## config.mk

```make
export PLATFORM = sky130hd
export DESIGN_NAME = four_sensor_light_tracker_servo_stepper_unit
export DESIGN_NICKNAME = d
export VERILOG_FILES = /design/src/rtl/core/fslt_pkg.sv /design/src/rtl/core/fslt_cfg.sv /design/src/rtl/core/fslt_mean.sv /design/src/rtl/core/fslt_servo.sv /design/src/rtl/core/four_sensor_light_tracker_servo_stepper_unit.sv
export SDC_FILE = /design/constraint.sdc
export NUM_CORES = 1
export LEC_CHECK = 0
export BUFFER_PORTS_ARGS = -buffer_cell sky130_fd_sc_hd__buf_2
export CORE_MARGIN = 3
export CORE_UTILIZATION = 40
export DETAILED_ROUTE_END_ITERATION = 7
export HOLD_SLACK_MARGIN = 0.12
export MAX_ROUTING_LAYER = met4
export PLACE_DENSITY_LB_ADDON = 0.05
export REMOVE_ABC_BUFFERS = 1
export SLEW_MARGIN = 20
export SYNTH_ARGS = -nofsm -noshare
export SYNTH_HDL_FRONTEND = slang
export SYNTH_SLANG_ARGS = --single-unit
export TNS_END_PERCENT = 5
```

## constraint.sdc

```tcl
create_clock -name i_clk -period 11.05 [get_ports i_clk]
set_clock_uncertainty 0.05 [all_clocks]
set_input_delay 0.5525 -clock i_clk [delete_from_list [all_inputs] [get_ports i_clk]]
set_output_delay 0.5525 -clock i_clk [all_outputs]
set_load 0.05 [all_outputs]
```

## src/rtl/core/fslt_pkg.sv

```systemverilog
// Shared types, constants and register indexes of the four-sensor light tracker.
package fslt_pkg;

    // Field widths fixed by the interface.
    localparam int DEF_SAMPLE_BITS = 10;
    localparam int MARGIN_W        = 10;
    localparam int STEP_W          = 10;
    localparam int POS_W           = 12;
    localparam int MOVE_W          = 3;
    localparam int LEVEL_OUT_W     = 10;
    localparam int THR_W           = 16;
    localparam int CFG_ADDR_W      = 3;
    localparam int CFG_DATA_W      = 12;

    // Configuration register indexes.
    localparam logic [CFG_ADDR_W-1:0] REG_MARGIN   = 3'd0;
    localparam logic [CFG_ADDR_W-1:0] REG_AZ_STEP  = 3'd1;
    localparam logic [CFG_ADDR_W-1:0] REG_EL_STEP  = 3'd2;
    localparam logic [CFG_ADDR_W-1:0] REG_AZ_MIN   = 3'd3;
    localparam logic [CFG_ADDR_W-1:0] REG_AZ_MAX   = 3'd4;
    localparam logic [CFG_ADDR_W-1:0] REG_EL_MIN   = 3'd5;
    localparam logic [CFG_ADDR_W-1:0] REG_EL_MAX   = 3'd6;

    // Reset values of the configuration registers.
    localparam logic [MARGIN_W-1:0] RST_MARGIN  = 10'd10;
    localparam logic [STEP_W-1:0]   RST_AZ_STEP = 10'd100;
    localparam logic [STEP_W-1:0]   RST_EL_STEP = 10'd100;
    localparam logic [POS_W-1:0]    RST_AZ_MIN  = 12'd600;
    localparam logic [POS_W-1:0]    RST_AZ_MAX  = 12'd2600;
    localparam logic [POS_W-1:0]    RST_EL_MIN  = 12'd600;
    localparam logic [POS_W-1:0]    RST_EL_MAX  = 12'd1300;

    // Reset positions of the two servos.
    localparam logic [POS_W-1:0] RST_AZ_POS = 12'd1600;
    localparam logic [POS_W-1:0] RST_EL_POS = 12'd1300;

    // Move codes reported with each result word.
    typedef enum logic [MOVE_W-1:0] {
        MOVE_NONE    = 3'd0,
        MOVE_EL_DOWN = 3'd1,
        MOVE_EL_UP   = 3'd2,
        MOVE_LEFT    = 3'd3,
        MOVE_RIGHT   = 3'd4
    } t_move;

    // Current configuration as seen by the datapath.
    typedef struct packed {
        logic [MARGIN_W-1:0] margin;
        logic [STEP_W-1:0]   az_step;
        logic [STEP_W-1:0]   el_step;
        logic [POS_W-1:0]    az_min;
        logic [POS_W-1:0]    az_max;
        logic [POS_W-1:0]    el_min;
        logic [POS_W-1:0]    el_max;
    } t_cfg;

endpackage

```

## src/rtl/core/fslt_cfg.sv

```systemverilog
// Configuration register file of the light tracker.
module fslt_cfg (
    input  logic                                i_clk,
    input  logic                                i_rst_n,
    input  logic                                i_cfg_we,
    input  logic [fslt_pkg::CFG_ADDR_W-1:0]     i_cfg_addr,
    input  logic [fslt_pkg::CFG_DATA_W-1:0]     i_cfg_wdata,
    output fslt_pkg::t_cfg                      o_cfg
);

    fslt_pkg::t_cfg r_cfg;

    // Write one register per enable; unknown indexes are dropped.
    always_ff @(posedge i_clk) begin
        if (!i_rst_n) begin
            r_cfg.margin  <= fslt_pkg::RST_MARGIN;
            r_cfg.az_step <= fslt_pkg::RST_AZ_STEP;
            r_cfg.el_step <= fslt_pkg::RST_EL_STEP;
            r_cfg.az_min  <= fslt_pkg::RST_AZ_MIN;
            r_cfg.az_max  <= fslt_pkg::RST_AZ_MAX;
            r_cfg.el_min  <= fslt_pkg::RST_EL_MIN;
            r_cfg.el_max  <= fslt_pkg::RST_EL_MAX;
        end else if (i_cfg_we) begin
            case (i_cfg_addr)
                fslt_pkg::REG_MARGIN: begin
                    r_cfg.margin <= i_cfg_wdata[fslt_pkg::MARGIN_W-1:0];
                end
                fslt_pkg::REG_AZ_STEP: begin
                    r_cfg.az_step <= i_cfg_wdata[fslt_pkg::STEP_W-1:0];
                end
                fslt_pkg::REG_EL_STEP: begin
                    r_cfg.el_step <= i_cfg_wdata[fslt_pkg::STEP_W-1:0];
                end
                fslt_pkg::REG_AZ_MIN: begin
                    r_cfg.az_min <= i_cfg_wdata[fslt_pkg::POS_W-1:0];
                end
                fslt_pkg::REG_AZ_MAX: begin
                    r_cfg.az_max <= i_cfg_wdata[fslt_pkg::POS_W-1:0];
                end
                fslt_pkg::REG_EL_MIN: begin
                    r_cfg.el_min <= i_cfg_wdata[fslt_pkg::POS_W-1:0];
                end
                fslt_pkg::REG_EL_MAX: begin
                    r_cfg.el_max <= i_cfg_wdata[fslt_pkg::POS_W-1:0];
                end
                default: begin
                end
            endcase
        end
    end

    assign o_cfg = r_cfg;

endmodule

```

## src/rtl/core/fslt_mean.sv

```systemverilog
// Candidate reference levels: two-, three- and four-sensor means of one sample set.
module fslt_mean #(
    parameter int SAMPLE_BITS = fslt_pkg::DEF_SAMPLE_BITS
) (
    input  logic [SAMPLE_BITS-1:0] i_r0,
    input  logic [SAMPLE_BITS-1:0] i_r1,
    input  logic [SAMPLE_BITS-1:0] i_l1,
    input  logic [SAMPLE_BITS-1:0] i_l0,
    output logic [SAMPLE_BITS-1:0] o_mean4,
    output logic [SAMPLE_BITS-1:0] o_half_dn,
    output logic [SAMPLE_BITS-1:0] o_half_up,
    output logic [SAMPLE_BITS-1:0] o_third_l0,
    output logic [SAMPLE_BITS-1:0] o_third_l1,
    output logic [SAMPLE_BITS-1:0] o_third_r1,
    output logic [SAMPLE_BITS-1:0] o_third_r0
);

    // Sums of up to four samples need two extra bits.
    localparam int SUM_W  = SAMPLE_BITS + 2;
    // Reciprocal of three, rounded up; exact for every sum below 2**(SHIFT-1).
    localparam int SHIFT  = SUM_W + 2;
    localparam int PROD_W = SUM_W + SHIFT;
    localparam logic [SHIFT-1:0] RECIP3 = SHIFT'(((64'd1 << SHIFT) + 64'd2) / 64'd3);

    logic [SUM_W-1:0] s_half_dn;
    logic [SUM_W-1:0] s_half_up;
    logic [SUM_W-1:0] s_all;
    logic [SUM_W-1:0] s_no_l0;
    logic [SUM_W-1:0] s_no_l1;
    logic [SUM_W-1:0] s_no_r1;
    logic [SUM_W-1:0] s_no_r0;

    // Truncating divide by three through a constant multiply and shift.
    function automatic logic [SAMPLE_BITS-1:0] div3(input logic [SUM_W-1:0] x);
        logic [PROD_W-1:0] p;
        p = PROD_W'(x) * PROD_W'(RECIP3);
        return SAMPLE_BITS'(p >> SHIFT);
    endfunction

    // Partial sums of the sensor groups.
    always_comb begin
        s_half_dn = SUM_W'(i_r0) + SUM_W'(i_l1);
        s_half_up = SUM_W'(i_r1) + SUM_W'(i_l0);
        s_all     = s_half_dn + s_half_up;
        s_no_l0   = s_half_dn + SUM_W'(i_r1);
        s_no_l1   = SUM_W'(i_l0) + SUM_W'(i_r0) + SUM_W'(i_r1);
        s_no_r1   = s_half_dn + SUM_W'(i_l0);
        s_no_r0   = s_half_up + SUM_W'(i_l1);
    end

    // Means; the halves and quarter are plain shifts.
    assign o_mean4    = SAMPLE_BITS'(s_all >> 2);
    assign o_half_dn  = SAMPLE_BITS'(s_half_dn >> 1);
    assign o_half_up  = SAMPLE_BITS'(s_half_up >> 1);
    assign o_third_l0 = div3(s_no_l0);
    assign o_third_l1 = div3(s_no_l1);
    assign o_third_r1 = div3(s_no_r1);
    assign o_third_r0 = div3(s_no_r0);

endmodule

```

## src/rtl/core/fslt_servo.sv

```systemverilog
// One servo step: bound gating, signed step and clamping to the allowed range.
module fslt_servo (
    input  logic [fslt_pkg::POS_W-1:0]  i_pos,
    input  logic [fslt_pkg::STEP_W-1:0] i_step,
    input  logic                        i_up,
    input  logic [fslt_pkg::POS_W-1:0]  i_lo,
    input  logic [fslt_pkg::POS_W-1:0]  i_hi,
    output logic [fslt_pkg::POS_W-1:0]  o_pos
);

    localparam int EXT_W = fslt_pkg::POS_W + 2;

    logic                    go;
    logic                    step_nz;
    logic signed [EXT_W-1:0] pos_x;
    logic signed [EXT_W-1:0] step_x;
    logic signed [EXT_W-1:0] lo_x;
    logic signed [EXT_W-1:0] hi_x;
    logic signed [EXT_W-1:0] sum;
    logic signed [EXT_W-1:0] clamped;

    // A servo moves when strictly inside its bounds, or at a bound moving inward.
    always_comb begin
        step_nz = (i_step != '0);
        go = ((i_pos > i_lo) && (i_pos < i_hi))
            || ((i_pos == i_lo) && i_up && step_nz)
            || ((i_pos == i_hi) && !i_up && step_nz);
    end

    // Step in a signed range wide enough for both directions, then clamp.
    always_comb begin
        pos_x  = $signed(EXT_W'(i_pos));
        step_x = $signed(EXT_W'(i_step));
        lo_x   = $signed(EXT_W'(i_lo));
        hi_x   = $signed(EXT_W'(i_hi));
        sum    = i_up ? (pos_x + step_x) : (pos_x - step_x);
        clamped = sum;
        if (clamped > hi_x) begin
            clamped = hi_x;
        end
        if (clamped < lo_x) begin
            clamped = lo_x;
        end
        o_pos = go ? fslt_pkg::POS_W'(clamped) : i_pos;
    end

endmodule

```

## src/rtl/core/four_sensor_light_tracker_servo_stepper_unit.sv

```systemverilog
// Top level of the four-sensor light tracker with azimuth and elevation servo stepping.
//
// Input channel: one word is a set of four light samples (right outer, right inner,
// left inner, left outer), taken when i_valid and o_ready are both high.
// Output channel: one result word per input word: both servo pulse widths after the
// step, the move code and the new reference level, taken when o_valid and i_ready
// are both high.
// Configuration: i_cfg_we writes i_cfg_wdata into the register at i_cfg_addr at the
// clock edge; write only while no word is in flight.
// Order: an accepted word passes the sample register, then the result register.
// Throughput: one word per cycle unless stalled. The sample register feeds the means,
// threshold tests and servo steps into the result register, which holds the reference
// level and servo positions, so each word sees the state left by the word before it.
// Reset: synchronous, active low; both stages empty, the reference level goes to
// zero and the servos to their home positions, and the registers to their defaults.
// Stall: when i_ready is low the result word holds; o_ready drops only once the
// sample register is full as well.
module four_sensor_light_tracker_servo_stepper_unit #(
    parameter int SAMPLE_BITS = fslt_pkg::DEF_SAMPLE_BITS
) (
    input  logic                                i_clk,
    input  logic                                i_rst_n,
    input  logic                                i_cfg_we,
    input  logic [fslt_pkg::CFG_ADDR_W-1:0]     i_cfg_addr,
    input  logic [fslt_pkg::CFG_DATA_W-1:0]     i_cfg_wdata,
    input  logic                                i_valid,
    output logic                                o_ready,
    input  logic [SAMPLE_BITS-1:0]              i_right_outer,
    input  logic [SAMPLE_BITS-1:0]              i_right_inner,
    input  logic [SAMPLE_BITS-1:0]              i_left_inner,
    input  logic [SAMPLE_BITS-1:0]              i_left_outer,
    output logic                                o_valid,
    input  logic                                i_ready,
    output logic [fslt_pkg::POS_W-1:0]          o_azimuth_pulse,
    output logic [fslt_pkg::POS_W-1:0]          o_elevation_pulse,
    output logic [fslt_pkg::MOVE_W-1:0]         o_move_taken,
    output logic [fslt_pkg::LEVEL_OUT_W-1:0]    o_reference_out
);

    fslt_pkg::t_cfg cfg;

    // Stage one: sample register.
    logic                   r_in_valid;
    logic [SAMPLE_BITS-1:0] r_in_r0;
    logic [SAMPLE_BITS-1:0] r_in_r1;
    logic [SAMPLE_BITS-1:0] r_in_l1;
    logic [SAMPLE_BITS-1:0] r_in_l0;

    logic [SAMPLE_BITS-1:0] mean4;
    logic [SAMPLE_BITS-1:0] half_dn;
    logic [SAMPLE_BITS-1:0] half_up;
    logic [SAMPLE_BITS-1:0] third_l0;
    logic [SAMPLE_BITS-1:0] third_l1;
    logic [SAMPLE_BITS-1:0] third_r1;
    logic [SAMPLE_BITS-1:0] third_r0;

    // Stage two: result register, which is also the tracker state.
    logic                        r_out_valid;
    logic [SAMPLE_BITS-1:0]      r_level;
    logic [fslt_pkg::POS_W-1:0]  r_az;
    logic [fslt_pkg::POS_W-1:0]  r_el;
    fslt_pkg::t_move             r_move;

    logic [SAMPLE_BITS-1:0]      n_level;
    logic [fslt_pkg::POS_W-1:0]  n_az;
    logic [fslt_pkg::POS_W-1:0]  n_el;
    fslt_pkg::t_move             n_move;

    logic                        out_en;
    logic                        in_en;
    logic [fslt_pkg::THR_W-1:0]  thr;
    logic                        dark_r0;
    logic                        dark_r1;
    logic                        dark_l1;
    logic                        dark_l0;
    logic                        az_move;
    logic                        el_move;
    logic [fslt_pkg::POS_W-1:0]  az_next;
    logic [fslt_pkg::POS_W-1:0]  el_next;

    fslt_cfg u_cfg (
        .i_clk       (i_clk),
        .i_rst_n     (i_rst_n),
        .i_cfg_we    (i_cfg_we),
        .i_cfg_addr  (i_cfg_addr),
        .i_cfg_wdata (i_cfg_wdata),
        .o_cfg       (cfg)
    );

    // Pipeline advance: each stage moves when the one after it can take a word.
    assign out_en  = !r_out_valid || i_ready;
    assign in_en   = !r_in_valid || out_en;
    assign o_ready = in_en;

    // Sample register.
    always_ff @(posedge i_clk) begin
        if (!i_rst_n) begin
            r_in_valid <= 1'b0;
        end else if (in_en) begin
            r_in_valid <= i_valid;
        end
    end

    always_ff @(posedge i_clk) begin
        if (in_en && i_valid) begin
            r_in_r0 <= i_right_outer;
            r_in_r1 <= i_right_inner;
            r_in_l1 <= i_left_inner;
            r_in_l0 <= i_left_outer;
        end
    end

    fslt_mean #(
        .SAMPLE_BITS (SAMPLE_BITS)
    ) u_mean (
        .i_r0       (r_in_r0),
        .i_r1       (r_in_r1),
        .i_l1       (r_in_l1),
        .i_l0       (r_in_l0),
        .o_mean4    (mean4),
        .o_half_dn  (half_dn),
        .o_half_up  (half_up),
        .o_third_l0 (third_l0),
        .o_third_l1 (third_l1),
        .o_third_r1 (third_r1),
        .o_third_r0 (third_r0)
    );

    // Darkness threshold wraps in 16 bits when the margin exceeds the level.
    always_comb begin
        thr     = fslt_pkg::THR_W'(r_level) - fslt_pkg::THR_W'(cfg.margin);
        dark_r0 = fslt_pkg::THR_W'(r_in_r0) < thr;
        dark_r1 = fslt_pkg::THR_W'(r_in_r1) < thr;
        dark_l1 = fslt_pkg::THR_W'(r_in_l1) < thr;
        dark_l0 = fslt_pkg::THR_W'(r_in_l0) < thr;
    end

    // Fixed-priority move choice; a zero level only takes the four-sensor mean.
    always_comb begin
        n_move  = fslt_pkg::MOVE_NONE;
        n_level = mean4;
        if (r_level != '0) begin
            if (dark_l0 && dark_r0) begin
                n_move  = fslt_pkg::MOVE_EL_DOWN;
                n_level = half_dn;
            end else if (dark_l1 && dark_r1) begin
                n_move  = fslt_pkg::MOVE_EL_UP;
                n_level = half_up;
            end else if (dark_l0) begin
                n_move  = fslt_pkg::MOVE_LEFT;
                n_level = third_l0;
            end else if (dark_l1) begin
                n_move  = fslt_pkg::MOVE_LEFT;
                n_level = third_l1;
            end else if (dark_r1) begin
                n_move  = fslt_pkg::MOVE_RIGHT;
                n_level = third_r1;
            end else if (dark_r0) begin
                n_move  = fslt_pkg::MOVE_RIGHT;
                n_level = third_r0;
            end
        end
        az_move = (n_move == fslt_pkg::MOVE_LEFT) || (n_move == fslt_pkg::MOVE_RIGHT);
        el_move = (n_move == fslt_pkg::MOVE_EL_DOWN) || (n_move == fslt_pkg::MOVE_EL_UP);
    end

    fslt_servo u_az_servo (
        .i_pos  (r_az),
        .i_step (cfg.az_step),
        .i_up   (n_move == fslt_pkg::MOVE_RIGHT),
        .i_lo   (cfg.az_min),
        .i_hi   (cfg.az_max),
        .o_pos  (az_next)
    );

    fslt_servo u_el_servo (
        .i_pos  (r_el),
        .i_step (cfg.el_step),
        .i_up   (n_move == fslt_pkg::MOVE_EL_UP),
        .i_lo   (cfg.el_min),
        .i_hi   (cfg.el_max),
        .o_pos  (el_next)
    );

    // Only the servo named by the move steps; the other holds.
    assign n_az = az_move ? az_next : r_az;
    assign n_el = el_move ? el_next : r_el;

    // Result register and tracker state.
    always_ff @(posedge i_clk) begin
        if (!i_rst_n) begin
            r_out_valid <= 1'b0;
            r_level     <= '0;
            r_az        <= fslt_pkg::RST_AZ_POS;
            r_el        <= fslt_pkg::RST_EL_POS;
            r_move      <= fslt_pkg::MOVE_NONE;
        end else if (out_en) begin
            r_out_valid <= r_in_valid;
            if (r_in_valid) begin
                r_level <= n_level;
                r_az    <= n_az;
                r_el    <= n_el;
                r_move  <= n_move;
            end
        end
    end

    assign o_valid           = r_out_valid;
    assign o_azimuth_pulse   = r_az;
    assign o_elevation_pulse = r_el;
    assign o_move_taken      = r_move;
    assign o_reference_out   = fslt_pkg::LEVEL_OUT_W'(r_level);

endmodule

```

==> results.py <==
metrics = {
    "sta": {
        "tightest_slew_ns": 1.02,
        "max-slew-margin-rel": 0.319,
        "fin_setup_tns_ns": 0,
        "rsz0062_at_grt": "no",
        "timing.final.crit_share": 0.893,
        "hold_viol": 0,
        "slew_viol_final": 0,
        "fmax_mhz": 101,
        "setup-violations-final": 0,
        "fin_crit_ns": 9.86,
    },
    "worst_setup_path": {
        "crit_arrival_ns": 10.18,
        "crit_required_ns": 11.37,
        "cp_slowest_cell": "o21a_1",
        "r2r_setup_slack_ns": 1.19,
        "cp_max_fo": 16,
        "start_kind": "register",
        "cp-end-kind": "register",
        "criticalPathCategory": "register to register",
        "worst_path_largest_cell_delay_ns": 0.51,
    },
    "synth": {
        "synth_area_leader_cell": "ha_1",
        "netlist_area_um2": 24700,
        "yosys_most_used_dff": "dfxtp_1",
        "yosysSeqAreaShare": 0.144,
        "synth_cells": 2773,
        "avgSynthCellArea_um2": 8.90,
        "synth_edf_count": 40,
        "yosysMostFrequentCell": "ha_1",
        "yosysWarnings": 0,
        "ys_types": 94,
        "ys_ff_latch": 157,
        "synth_common_cells": "ha_1, inv_1, nand2_1, fa_1, a21oi_1",
        "synthArstFlopShare": 0,
        "netlist.area_leader.share": 0.286,
        "synth_area_leaders": "ha_1, fa_1, dfxtp_1, inv_1, edfxtp_1",
    },
    "global_route": {
        "grt-ovfl-total": 0,
        "gr-usage-all-layers": 0.244,
        "grt_antenna_before_repair": 1,
        "grt_pass1_wl_mm": 117,
        "grt_max_degree": 58,
        "grt_pass1_vias": 20600,
    },
    "layout": {
        "areaGrowthSynthToFinish_pct": 8.10,
        "drive_above_1_share": 0.0738,
        "final_net_count": 3653,
    },
    "clock_tree": {
        "cts_hold_buf": 0,
        "clock_path_buffers": 2,
        "clk_latency_ns": 0.50,
        "cts_setup_buffers": 0,
        "cts-root-buf": "clkbuf_16",
        "clock-sinks": 157,
        "tritoncts": "yes",
        "cts_resized": 0,
        "h-tree-depth": 4,
        "numCtsBuffers": 17,
        "clkSlewWorstSetupHoldPaths_ns": 0.09,
    },
    "floorplan": {
        "ioPinCount": 99,
        "fp-row-count": 90,
        "core_um2": 60700,
        "die_area_um2": 64700,
        "die_w_um": 254,
        "die_y_um": 254,
        "start_util": 0.406,
    },
    "placed_design": {
        "port_buffers": 98,
        "dp_hpwl_mm": 62.9,
        "place_congestion": 0.926,
    },
    "routing": {
        "drt_iter0_drc": 965,
        "dr.pass1.iters": 5,
        "via_per_inst": 5.38,
        "drtAntennaViolNets": 0,
        "wl_per_cell_um": 20.4,
        "vias": 19700,
        "routed_wl_mm": 74.5,
        "drcViolationCount": 0,
    },
    "run": {
        "max_cap_violations": 0,
    },
    "worst_hold_path": {
        "hp-class": "primary input to register",
    },
    "outcome": {
        "status": "complete, no violations",
    },
}
==> cells by family after synthesis <==
logic type / Yosys count / synth area share
simple gates: 529 / 0.102
buf+inv: 539 / 0.0832
xor+xnor: 134 / 0.0476
compound gates: 624 / 0.177
flops: 157 / 0.144
mux: 58 / 0.0245
fa+ha+maj: 732 / 0.422
==> worst paths after layout <==
path         depth (start not counted)               start                    to
min                                  1    i_right_inner[2]            r_in_r1[2]
max                                 39  o_reference_out[1]  o_elevation_pulse[5]
max reg2reg                         39  o_reference_out[1]  o_elevation_pulse[5]
min reg2reg                          2     u_cfg.o_cfg[73]       u_cfg.o_cfg[73]
==> metrics by stage <==
stage / area, um^2 / cells / hold WS, ns / setup WS, ns / util
6_report: 26700 / 3657 / 0.178 / 1.19 / 0.439
5_1_grt: 26700 / 3657 / 0.162 / 0.470 / 0.439
2_1_floorplan: 24500 / 2727 / 0.393 / 2.24 / -
4_1_cts: 26700 / 3656 / 0.145 / 1.30 / 0.439
3_3_place_gp: 26100 / 3624 / 0.402 / 1.38 / 0.429
3_5_place_dp: 26100 / 3624 / 0.409 / 1.33 / 0.429
==> layout make-up <==
cell class / instances / area (um^2)
Antenna cell: 1 / 2.50
Clock buffer: 18 / 439
Clock inverter: 14 / 159
Fill cell: 6080 / 34000
Inverter: 493 / 1850
Multi-Input combinational cell: 2077 / 19100
Sequential cell: 157 / 3540
Tap cell: 782 / 978
Timing Repair Buffer: 115 / 618
==> critical path, delay by kind of cell, from the launching register on <==
family | cells | cell delay (ns)
and+or+nand+nor | 8 | 1.05
adders and majority gates | 4 | 1.10
muxes | 3 | 1.10
buffers and inverters | 1 | 0.27
DFF | 1 | 0.45
xor gates and xnor gates | 1 | 0.23
AOI/OAI and AO/OA | 22 | 5.46
==> flip-flops by register name, summed over array words and instances, names as in the netlist, 3 cells and up <==
signal,count
o_azimuth_pulse,12
r_in_r1,10
u_cfg.o_cfg,78
r_in_l0,10
o_reference_out,10
r_in_r0,10
o_move_taken,3
o_elevation_pulse,12
r_in_l1,10
==> cell usage in the layout, fill, tap and decap left out, drive strengths merged, types with 15 or more instances in the layout <==
cell / instances
a211oi: 16
a21boi: 61
a21o: 81
a21oi: 139
a31oi: 15
buf: 115
clkbuf: 18
dfxtp: 117
edfxtp: 40
fa: 168
ha: 564
inv: 503
mux2: 20
mux2i: 38
nand2: 217
nand2b: 30
nand3: 29
nand4: 24
nor2: 99
nor2b: 37
nor3: 34
o211ai: 37
o21a: 36
o21ai: 101
o21bai: 19
xnor2: 98
xor2: 36
==> per-layer routing <==
layer / GRT usage / share of wire / vias up
met5: - / 0 / -
met4: 0.0804 / 0.031 / 0
met3: 0.0396 / 0.042 / 104
met2: 0.415 / 0.49 / 373
met1: 0.296 / 0.44 / 9456
li1: - / - / 9755
Power is left out: the tool's default activity adds up to more than one toggle a clock period on the data nets, which glitch-free logic cannot reach.
